### src/rtl/pts_pkg.sv
// ----------------------------------------------------------------------------
// Periodic timer scheduler package
// Shared types, codes and constants for the timer scheduler core.
// ----------------------------------------------------------------------------
package pts_pkg;

  localparam int NUM_TIMERS_DEF = 16;
  localparam int TIME_WIDTH_DEF = 32;

  localparam logic [1:0] OP_CREATE_PERIODIC = 2'd0;
  localparam logic [1:0] OP_CREATE_ONE_SHOT = 2'd1;
  localparam logic [1:0] OP_DELETE          = 2'd2;
  localparam logic [1:0] OP_POLL            = 2'd3;

  localparam logic [1:0] ST_DONE      = 2'd0;
  localparam logic [1:0] ST_FULL      = 2'd1;
  localparam logic [1:0] ST_NOT_USED  = 2'd2;
  localparam logic [1:0] ST_NO_EXPIRE = 2'd3;

  typedef enum logic [3:0] {
    S_IDLE,
    S_SUB,
    S_SCAN,
    S_DIV,
    S_UPD,
    S_NEXT,
    S_OUT
  } state_t;

  // Commands from the controller to the datapath.
  typedef struct packed {
    logic load;       // capture the input word
    logic create;     // write a new timer in the free slot
    logic delete_op;  // free the named slot
    logic sub_step;   // subtract elapsed ticks from one slot
    logic scan_clr;   // restart the minimum search
    logic scan_step;  // compare one slot into the minimum
    logic div_start;  // set up the missed count divide
    logic div_step;   // one restoring divide step
    logic fire;       // reload or free the fired slot, latch fire fields
    logic out_load;   // put the result into the output register
  } cmd_t;

  // Status from the datapath back to the controller.
  typedef struct packed {
    logic [1:0] op;
    logic       idx_last;  // scan index on the last slot
    logic       div_done;
    logic       any_used;
    logic       expired;   // best remaining time at or below zero
  } sts_t;

endpackage

### src/rtl/pts_ctrl.sv
// ----------------------------------------------------------------------------
// Periodic timer scheduler controller
// Sequences create, delete and poll operations over the datapath.
// ----------------------------------------------------------------------------
module pts_ctrl (
  input  logic          clk,
  input  logic          rst,
  input  logic          in_valid,
  output logic          in_ready,
  input  logic          out_busy,
  input  pts_pkg::sts_t sts,
  output pts_pkg::cmd_t cmd
);
  import pts_pkg::*;

  state_t state, state_next;

  always_ff @(posedge clk) begin
    if (rst) begin
      state <= S_IDLE;
    end else begin
      state <= state_next;
    end
  end

  always_comb begin
    state_next = state;
    cmd        = '0;
    in_ready   = 1'b0;
    case (state)
      S_IDLE: begin
        in_ready = 1'b1;
        if (in_valid) begin
          cmd.load   = 1'b1;
          state_next = S_SUB;
        end
      end
      S_SUB: begin
        case (sts.op)
          OP_CREATE_PERIODIC, OP_CREATE_ONE_SHOT: begin
            cmd.create = 1'b1;
            cmd.scan_clr = 1'b1;
            state_next = S_NEXT;
          end
          OP_DELETE: begin
            cmd.delete_op = 1'b1;
            cmd.scan_clr = 1'b1;
            state_next = S_NEXT;
          end
          default: begin
            cmd.sub_step = 1'b1;
            if (sts.idx_last) begin
              cmd.scan_clr = 1'b1;
              state_next = S_SCAN;
            end
          end
        endcase
      end
      S_SCAN: begin
        cmd.scan_step = 1'b1;
        if (sts.idx_last) state_next = S_DIV;
      end
      S_DIV: begin
        // Minimum is final here; decide whether a timer fires.
        if (sts.any_used && sts.expired) begin
          cmd.div_start = 1'b1;
          state_next = S_UPD;
        end else begin
          cmd.scan_clr = 1'b1;
          state_next = S_NEXT;
        end
      end
      S_UPD: begin
        if (sts.div_done) begin
          cmd.fire = 1'b1;
          cmd.scan_clr = 1'b1;
          state_next = S_NEXT;
        end else begin
          cmd.div_step = 1'b1;
        end
      end
      S_NEXT: begin
        cmd.scan_step = 1'b1;
        if (sts.idx_last) state_next = S_OUT;
      end
      S_OUT: begin
        if (!out_busy) begin
          cmd.out_load = 1'b1;
          state_next = S_IDLE;
        end
      end
      default: state_next = S_IDLE;
    endcase
  end

endmodule

### src/rtl/pts_datapath.sv
// ----------------------------------------------------------------------------
// Periodic timer scheduler datapath
// Slot table, serial minimum search, serial divider and result register.
// ----------------------------------------------------------------------------
module pts_datapath #(
  parameter int NUM_TIMERS = pts_pkg::NUM_TIMERS_DEF,
  parameter int TIME_WIDTH = pts_pkg::TIME_WIDTH_DEF
) (
  input  logic          clk,
  input  logic          rst,
  input  pts_pkg::cmd_t cmd,
  output pts_pkg::sts_t sts,
  input  logic [85:0]   in_data,
  output logic          out_valid,
  input  logic          out_ready,
  output logic [87:0]   out_data
);
  import pts_pkg::*;

  localparam int IW = (NUM_TIMERS > 1) ? $clog2(NUM_TIMERS) : 1;
  localparam int RW = TIME_WIDTH + 1;
  localparam int DW = TIME_WIDTH + 2;
  localparam int CW = $clog2(DW + 1);
  localparam logic [TIME_WIDTH-1:0] TMAX = '1;
  localparam logic signed [RW-1:0] TMIN = {1'b1, {TIME_WIDTH{1'b0}}};

  logic [NUM_TIMERS-1:0] used;
  logic [NUM_TIMERS-1:0] one_shot;
  logic [TIME_WIDTH-1:0] period [NUM_TIMERS];
  logic signed [RW-1:0]  remaining [NUM_TIMERS];
  logic [15:0]           tag [NUM_TIMERS];

  logic [1:0]            op;
  logic [31:0]           in_period, in_elapsed;
  logic [15:0]           in_tag;
  logic [3:0]            in_slot;
  logic [IW-1:0]         idx;
  logic                  best_any;
  logic [IW-1:0]         best;
  logic signed [RW-1:0]  best_rem;
  logic [1:0]            r_status;
  logic [3:0]            r_idx;
  logic                  r_fired;
  logic [15:0]           r_tag;
  logic [31:0]           r_missed;
  logic [DW-1:0]         num, rem_acc;
  logic [TIME_WIDTH-1:0] dvs;
  logic [CW-1:0]         div_cnt;

  // Free slot search, input clamps, subtract limit and divide trial.
  logic                  free_found;
  logic [IW-1:0]         free_idx;
  logic [TIME_WIDTH-1:0] per_c, ela_c;
  logic signed [RW:0]    sub_lim;
  logic [DW:0]           trial;

  always_comb begin
    free_found = 1'b0;
    free_idx   = '0;
    for (int i = NUM_TIMERS - 1; i >= 0; i--) begin
      if (!used[i]) begin
        free_found = 1'b1;
        free_idx   = IW'(i);
      end
    end
    if (TIME_WIDTH < 32 && (in_period >> TIME_WIDTH) != 32'd0) per_c = TMAX;
    else per_c = TIME_WIDTH'(in_period);
    if (per_c == '0) per_c = TIME_WIDTH'(1);
    if (TIME_WIDTH < 32 && (in_elapsed >> TIME_WIDTH) != 32'd0) ela_c = TMAX;
    else ela_c = TIME_WIDTH'(in_elapsed);
    sub_lim = {remaining[idx][RW-1], remaining[idx]} - $signed({2'b00, ela_c});
    trial = {rem_acc, num[DW-1]} - {{2{1'b0}}, dvs};
  end

  assign sts.op       = op;
  assign sts.idx_last = (idx == IW'(NUM_TIMERS - 1));
  assign sts.div_done = (div_cnt == '0);
  assign sts.any_used = best_any;
  assign sts.expired  = (best_rem <= 0);

  always_ff @(posedge clk) begin
    if (rst) begin
      used      <= '0;
      out_valid <= 1'b0;
      idx       <= '0;
      div_cnt   <= '0;
    end else begin
      if (out_valid && out_ready) out_valid <= 1'b0;
      if (cmd.load) begin
        op         <= in_data[1:0];
        in_period  <= in_data[33:2];
        in_tag     <= in_data[49:34];
        in_slot    <= in_data[53:50];
        in_elapsed <= in_data[85:54];
        idx        <= '0;
        r_fired    <= 1'b0;
        r_tag      <= '0;
        r_missed   <= '0;
        r_idx      <= '0;
      end
      if (cmd.create) begin
        if (free_found) begin
          used[free_idx]      <= 1'b1;
          one_shot[free_idx]  <= (op == OP_CREATE_ONE_SHOT);
          period[free_idx]    <= per_c;
          remaining[free_idx] <= $signed({1'b0, per_c});
          tag[free_idx]       <= in_tag;
          r_status            <= ST_DONE;
          r_idx               <= 4'(free_idx);
        end else begin
          r_status <= ST_FULL;
        end
      end
      if (cmd.delete_op) begin
        r_idx <= in_slot;
        if ({28'd0, in_slot} >= 32'(NUM_TIMERS) || !used[IW'(in_slot)]) begin
          r_status <= ST_NOT_USED;
        end else begin
          used[IW'(in_slot)] <= 1'b0;
          r_status <= ST_DONE;
        end
      end
      if (cmd.sub_step) begin
        r_status <= ST_NO_EXPIRE;
        // An empty table drops the elapsed ticks; otherwise every used slot moves.
        if (used[idx] && used != '0) begin
          if (sub_lim < $signed({TMIN[RW-1], TMIN})) remaining[idx] <= TMIN;
          else remaining[idx] <= RW'(sub_lim);
        end
        idx <= sts.idx_last ? '0 : idx + IW'(1);
      end
      if (cmd.scan_clr) begin
        idx      <= '0;
        best_any <= 1'b0;
      end
      if (cmd.scan_step) begin
        if (used[idx] && (!best_any || remaining[idx] < best_rem)) begin
          best_any <= 1'b1;
          best     <= idx;
          best_rem <= remaining[idx];
        end
        idx <= sts.idx_last ? '0 : idx + IW'(1);
      end
      if (cmd.div_start) begin
        // Dividend is period minus remaining, always positive here.
        num     <= DW'({1'b0, period[best]}) - DW'(best_rem);
        dvs     <= period[best];
        rem_acc <= '0;
        div_cnt <= CW'(DW);
      end
      if (cmd.div_step) begin
        if (!trial[DW]) begin
          rem_acc <= DW'(trial);
          num     <= {num[DW-2:0], 1'b1};
        end else begin
          rem_acc <= {rem_acc[DW-2:0], num[DW-1]};
          num     <= {num[DW-2:0], 1'b0};
        end
        div_cnt <= div_cnt - CW'(1);
      end
      if (cmd.fire) begin
        r_status <= ST_DONE;
        r_fired  <= 1'b1;
        r_idx    <= 4'(best);
        r_tag    <= tag[best];
        r_missed <= (DW > 32 && (num >> 32) != '0) ? 32'hFFFF_FFFF : 32'(num);
        if (one_shot[best]) used[best] <= 1'b0;
        else remaining[best] <= $signed({1'b0, period[best]});
      end
      if (cmd.out_load) begin
        out_valid       <= 1'b1;
        out_data[1:0]   <= r_status;
        out_data[5:2]   <= r_idx;
        out_data[6]     <= r_fired;
        out_data[22:7]  <= r_tag;
        out_data[54:23] <= r_missed;
        if (!best_any) out_data[87:55] <= '1;
        else if (best_rem <= 0) out_data[87:55] <= '0;
        else out_data[87:55] <= 33'(best_rem);
      end
    end
  end

endmodule

### src/rtl/periodic_timer_scheduler_core.sv
// ----------------------------------------------------------------------------
// Periodic timer scheduler core
// Timer slot table with create, delete and poll operations.
// ----------------------------------------------------------------------------
// One word in gives one word out. A create or delete makes one pass of the
// serial minimum search that finds the next timeout. A poll makes the serial
// subtract pass and two passes of the serial minimum search, and runs the
// restoring divider for the missed count when a timer fires. A new result
// is held back while the previous one stalls in the output register. A result
// waits in the output register while the next word is already being taken.
module periodic_timer_scheduler_core #(
  parameter int NUM_TIMERS = pts_pkg::NUM_TIMERS_DEF,
  parameter int TIME_WIDTH = pts_pkg::TIME_WIDTH_DEF
) (
  input  logic        clk,
  input  logic        rst,
  input  logic        s_tvalid,
  output logic        s_tready,
  // operation, timer_period, target_tag, timer_slot, elapsed_ticks, zero pad
  input  logic [87:0] s_tdata,
  output logic        m_tvalid,
  input  logic        m_tready,
  // status, slot_index, fired, fired_tag, missed_count, next_timeout
  output logic [87:0] m_tdata
);
  import pts_pkg::*;

  cmd_t cmd;
  sts_t sts;

  pts_ctrl u_ctrl (
    .clk(clk), .rst(rst), .in_valid(s_tvalid), .in_ready(s_tready),
    .out_busy(m_tvalid && !m_tready), .sts(sts), .cmd(cmd)
  );

  pts_datapath #(.NUM_TIMERS(NUM_TIMERS), .TIME_WIDTH(TIME_WIDTH)) u_dp (
    .clk(clk), .rst(rst), .cmd(cmd), .sts(sts), .in_data(s_tdata[85:0]),
    .out_valid(m_tvalid), .out_ready(m_tready), .out_data(m_tdata)
  );

endmodule

### config.mk
export PLATFORM = sky130hd
export DESIGN_NAME = periodic_timer_scheduler_core
export DESIGN_NICKNAME = d
export VERILOG_FILES = /design/src/rtl/pts_pkg.sv /design/src/rtl/pts_ctrl.sv /design/src/rtl/pts_datapath.sv /design/src/rtl/periodic_timer_scheduler_core.sv
export SDC_FILE = /design/constraint.sdc
export NUM_CORES = 2
export LEC_CHECK = 0
export BUFFER_PORTS_ARGS = -buffer_cell sky130_fd_sc_hd__buf_2
export CORE_ASPECT_RATIO = 1.25
export CORE_MARGIN = 2
export CORE_UTILIZATION = 45
export CTS_CLUSTER_DIAMETER = 30
export DETAILED_ROUTE_END_ITERATION = 16
export GPL_TIMING_DRIVEN = 0
export PLACE_DENSITY = 0.71
export REMOVE_ABC_BUFFERS = 1
export SLEW_MARGIN = 20
export SYNTH_ARGS = -nofsm -noshare
export SYNTH_HDL_FRONTEND = slang
export SYNTH_SLANG_ARGS = --single-unit
### constraint.sdc
create_clock -name clk -period 15.8 [get_ports clk]
set_clock_uncertainty 0.15 [all_clocks]
set_input_delay 2.37 -clock clk [delete_from_list [all_inputs] [get_ports clk]]
set_output_delay 2.37 -clock clk [all_outputs]
set_load 0.02 [all_outputs]
**Word level (Yosys, flattened, before mapping)**

Memories as Yosys holds them, arrays and structs flattened. A register that Yosys moved wholly into a read port is not among the register bits.
Cells that the tools add are included.

- Input port bits: 92
- RAM bits: 1296
- Bits in registers: 414
- Logic and storage cells: 246
- Memories: 3

- Order comparisons: 10
- Reduce and logical (&&, ||, !) cells: 36
- Equality and inequality tests: 15
- Multiplexer cells: 146
- Add/subtract/negate cells: 5
- Bitwise logic cells: 7

Memories:

| name | words | width | rd ports | clocked after memory_dff | wr ports | RTL line | source |
|---|---|---|---|---|---|---|---|
| u_dp.remaining | 16 | 33 | 1 | 1 | 1 | pts_datapath.sv:30 | `logic signed [RW-1:0] remaining [NUM_TIMERS];` |
| u_dp.period | 16 | 32 | 1 | 1 | 1 | pts_datapath.sv:29 | `logic [TIME_WIDTH-1:0] period [NUM_TIMERS];` |
| u_dp.tag | 16 | 16 | 1 | 1 | 1 | pts_datapath.sv:31 | `logic [15:0] tag [NUM_TIMERS];` |

Operators with widths:

| operator | number |
|---|---|
| $mux 34 | 5 |
| $mux 16 | 10 |
| $mux 4 | 39 |
| $mux 33 | 4 |
| $mux 32 | 4 |
| $sub 33x33->34 | 2 |
| $mux 1 | 67 |
| $reduce_or 33->1 | 2 |
| $sub 35x32->35 | 1 |
| $lt 34x33->1 const B | 1 |
| $reduce_bool 34->1 | 1 |
| $le 33x1->1 const B | 1 |
| $lt 33x33->1 | 1 |
| $and 16x16->16 | 2 |
| $logic_not 32->1 | 1 |
| $not 16->16 | 2 |
| $pmux 4 s7 | 1 |
| $lt 4x5->1 const B | 4 |
| $bwmux 16 | 1 |
| $or 16x16->16 | 1 |
| $reduce_bool 16->1 | 1 |
| $bmux 1 s4 | 3 |
| $demux 1 s4 | 3 |
| $eq 4x3->1 const B | 3 |
| other kinds (30) | 59 |

**Depth between registers and ports, before layout**

- Depth in word-level cells: 31
- Depth in mapped cells: 20

**By module**

A second synthesis with hierarchy kept.

- Cells, all modules: 5529
- Area total of the unflattened synthesis: 80141.9 sq um

Modules (own cells, without submodules):

| module | cells an instance | area an instance (sq um) | instances | seq. area each (sq um) |
|---|---|---|---|---|
| pts_datapath | 5483 | 79811.5 | 1 | 50958.9 |
| pts_ctrl | 45 | 316.6 | 1 | 60.1 |
| periodic_timer_scheduler_core | 1 | 13.8 | 1 | 0.0 |

**Worst setup path after synthesis**

Ideal clock, no wire load.

- Path type: input port to flip-flop
- From: input rst
- To: register u_dp.out_data[0], enable pin
- Cell stages on the path: 3
- Path slack: 2.953 ns
- Required time: 14.867 ns
- Library setup time: 0.783 ns
- Arrival: 11.914 ns
- Path buffers: 2
- Cell sequence: clkbuf_1 clkbuf_1 nor4b_1

- Longest elaborated chain between the ends: 2

Ends and longest elaborated chain:

| what | RTL line | source |
|---|---|---|
| from (decl) | periodic_timer_scheduler_core.sv:16 | `input logic rst,` |
| $not 1->1 (no line) | n/a |  |
| $reduce_and 2->1 (no line) | n/a |  |
| to (signal assigned) | pts_datapath.sv:172 | `out_data[1:0] <= r_status;` |
| to (decl) | pts_datapath.sv:16 | `output logic [87:0] out_data` |

Every way passes these cells.
A chain may end at the register's enable or synchronous reset.

==> results.yml <==
setup_path:
  r2r-end: "u_dp.remaining[7][27]$_DFFE_PP_"
  crit_type: "register to register"
  critPathLaunchType: "register"
  crit_required_ns: 16.16
  crit_path_max_incr_delay_ns: 0.98
  crit_path_end_kind: "register"
  worst-r2r-cell-count: 15
  crit_end: "u_dp.remaining[7][27]$_DFFE_PP_"
  crit_chain: "buf_16, buf_16, buf_12, mux4_2, mux4_2, ha_1, a21oi_1, o21ai_0, o31ai_1, a31o_2, nand2_1, nand4_1, a21oi_1, a211o_1, o21ai_1"
  worst-path-max-fanout: 33
  r2r_setup_slack_ns: 8.80
  cpMaxStageDelayCell: "o21ai_1"
  worstPathArrival_ns: 7.37
finish:
  fillers: 11400
  layout.nets: 4553
  drive_gt1_share_pct: 30.4
  syn_to_final_growth_pct: 22.8
  ff_latch_area_mm2: 0.0512
  multi_input_area_mm2: 0.0188
  utilization_pct: 55.7
place:
  gp_routability_congestion: 0.888
  hpwl_um: 119000
  place_ws_ns: 8.31
  io_buffers: 179
sta:
  hold_viol: 0
  holdWs_ns: 0.263
  max-slew-margin-rel_pct: 26.8
  worst_pin_slew_ns: 1.10
  setup_tns_ns: 0
  drv_slew: 0
  final-setup-viol-count: 0
  max_freq_mhz: 143
  fin_ws_ns: 8.80
  finalCritPeriodShare_pct: 44.3
  final.min_clock_period_ns: 7.00
  rsz0062_at_grt: "no"
clock_tree:
  cts_buffers: 303
  cts-htree-levels: 5
  postCtsSetupBuffers: 0
  clock_latency_ns: 0.91
  cts_sinks: 1717
  cts_hold_buf: 0
  root_buffer: "clkbuf_16"
  ctsResizeCount: 0
  cts_tree: "built"
  clk_pin_slew_ns: 0.05
  clk_path_buf_depth: 4
power:
  p_sw_mw: 3.31
  pwr-share-clk_pct: 48.5
  power_frac_seq_pct: 40.9
  p_leak_nw: 29.5
  vdd_drop_max_v: 0.000122
  p_int_mw: 10.0
  total_power_mw: 13.3
  pwr-share-comb_pct: 10.6
  swShare_pct: 24.8
  pwr_density_cell_mw_per_mm2: 153
synth:
  syn_inst: 3848
  synth_seq_cells: 1717
  synthArstFlopShare_pct: 0
  yosysWarnings: 0
  synth_edf_count: 1679
  synth_cell_types: 79
  ys_top_cells_by_area: "edfxtp_1, mux4_2, ha_1"
  synth_area_mm2: 0.0709
  ys.flop_type: "edfxtp_1"
  synth_top_area_share_pct: 71.1
  avgSynthCellArea_um2: 18.4
  synth_seq_area_share_pct: 72.2
  synth_top_area_cell: "edfxtp_1"
route:
  firstDrtPassIters: 8
  route.met2.wl_um: 90000
  post_drt_wl_per_cell_um: 28.2
  met1_length_um: 74000
  routed_wl_um: 186000
  via_per_inst: 6.03
  ant_nets: 0
  remaining_drc_errors: 0
  top_layer: "met4"
  dr_wl_met3_um: 15700
  first_iter_violations: 5441
  vias: 39900
job:
  cap_violations: 0
floorplan:
  die_area_mm2: 0.161
  start_util_pct: 45.4
  die_x_um: 359
  coreArea_mm2: 0.156
  io_pins: 182
  die_h_um: 448
  fp-row-count: 162
worst_hold_path:
  min-delay-path-class: "register to register"
grt:
  grtUsageTotal_pct: 23.1
  grt_max_degree: 58
  antenna_found_initial: 8
  grt_overflow: 0
  grt_pass1_vias: 39700
  grt_pass1_wl_um: 271000
outcome:
  outcome: "completed"
==> flip-flops by register name, indices dropped and copies added, names as in the netlist, 6 cells and up, named ones only <==
name	count
u_dp.in_tag	16
u_dp.r_missed	32
u_dp.r_tag	16
u_dp.tag	256
u_dp.rem_acc	34
u_dp.one_shot	16
u_dp.in_period	32
u_dp.num	34
u_dp.div_cnt	6
u_dp.ela_c	32
u_dp.out_data	88
u_dp.used	16
u_dp.remaining	528
u_dp.best_rem	33
u_dp.dvs	32
u_dp.period	512
==> per-layer routing <==
layer | vias up | track usage, %
met5 | - | 0
met4 | 0 | 8.79
met3 | 366 | 4.63
met2 | 2215 | 37.1
met1 | 20600 | 31.5
li1 | 16600 | -
==> power groups by stage <==
stage	Sequential (mW)	Clock, mW	Combinational (mW)
floorplan	5.54	0	0.907
global placement	5.66	0	1.28
detailed placement	5.54	0	1.39
CTS	5.45	6.53	1.41
global route	5.47	6.73	1.51
finish	5.45	6.47	1.41
==> per-stage QoR <==
stage	area, um2	cells
2_1_floorplan	70100	3656
3_3_place_gp	73600	5885
3_5_place_dp	76900	6072
4_1_cts	87000	6608
5_1_grt	87100	6610
6_report	87100	6613
==> logic make-up after synthesis <==
group	synth area share, %
flops	72.2
simple gates	4.06
compound gates	4.72
mux	13.9
buf+inv	1.81
fa+ha+maj	2.38
xor+xnor	1.00
==> placed cells by master, fill, tap and decap left out, types with 31 or more instances in the layout <==
| master | count |
|---|---|
| nand3_1 | 34 |
| a21o_1 | 57 |
| xnor2_1 | 42 |
| mux4_2 | 418 |
| bufinv_16 | 31 |
| nand2_1 | 130 |
| o21ai_0 | 116 |
| buf_16 | 42 |
| buf_2 | 186 |
| clkbuf_16 | 312 |
| edfxtp_1 | 1679 |
| buf_12 | 50 |
| nor3_1 | 36 |
| nor2_1 | 203 |
| xor2_1 | 38 |
| inv_1 | 133 |
| ha_1 | 130 |
| buf_4 | 67 |
| a21oi_1 | 137 |
| inv_6 | 42 |
| clkinv_2 | 34 |
==> layout make-up <==
class                           count  share of cell area, %
Multi-Input combinational cell   1804                   21.6
Clock inverter                    205                   2.58
Tap cell                         2050                   2.95
Sequential cell                  1717                   58.8
Inverter                          135                  0.582
Antenna cell                        4                 0.0115
Timing Repair Buffer              367                   4.43
Clock buffer                      331                   9.05
==> worst min path at each step <==
stage / startpoint / to / slack (ns) / cells past startpoint
4_1_cts: u_dp.r_tag[3]$_SDFFCE_PN0P_ / u_dp.out_data[10]$_DFFE_PP_ / 0.26 / 0
5_1_grt: u_dp.r_tag[9]$_SDFFCE_PN0P_ / u_dp.out_data[16]$_DFFE_PP_ / 0.27 / 0
3_3_place_gp: u_dp.r_tag[15]$_SDFFCE_PN0P_ / u_dp.out_data[22]$_DFFE_PP_ / 0.25 / 0
3_5_place_dp: u_dp.r_tag[3]$_SDFFCE_PN0P_ / u_dp.out_data[10]$_DFFE_PP_ / 0.25 / 0
6_report: u_dp.r_tag[3]$_SDFFCE_PN0P_ / u_dp.out_data[10]$_DFFE_PP_ / 0.26 / 0
2_1_floorplan: u_dp.r_status[0]$_SDFFCE_PP0P_ / u_dp.out_data[0]$_DFFE_PP_ / 0.25 / 0
==> worst max-delay path: cells and delay by family, from the launching register on <==
family	cells	cell delay, ns
compound gates	7	2.91
mux	2	1.12
buf+inv	3	0.86
flops	1	0.67
simple gates	2	0.42
fa+ha+maj	1	0.40
==> cells in the mapped netlist, types with 4 or more instances <==
library cell / instances
a2111oi_0: 19
a211o_1: 6
a211oi_1: 10
a21boi_0: 5
a21o_1: 57
a21oi_1: 147
a221oi_1: 15
a22oi_1: 20
a31o_2: 8
a31oi_1: 18
and2_1: 24
and3_1: 16
and4_1: 4
buf_1: 39
buf_2: 7
buf_6: 6
clkbuf_1: 139
dfxtp_1: 38
edfxtp_1: 1679
ha_1: 130
inv_1: 134
mux2_2: 7
mux2i_1: 30
mux4_2: 418
nand2_1: 131
nand2b_1: 21
nand3_1: 34
nand3b_1: 5
nand4_1: 21
nor2_1: 229
nor2b_1: 23
nor3_1: 44
nor3b_1: 7
nor4_1: 25
o211ai_1: 8
o21a_1: 17
o21ai_0: 131
o21ai_1: 6
o21bai_1: 9
o31a_1: 5
o31ai_1: 10
or2_2: 8
or3_1: 8
xnor2_1: 43
xor2_1: 38
Note: power is estimated with default switching activity, not from simulation.
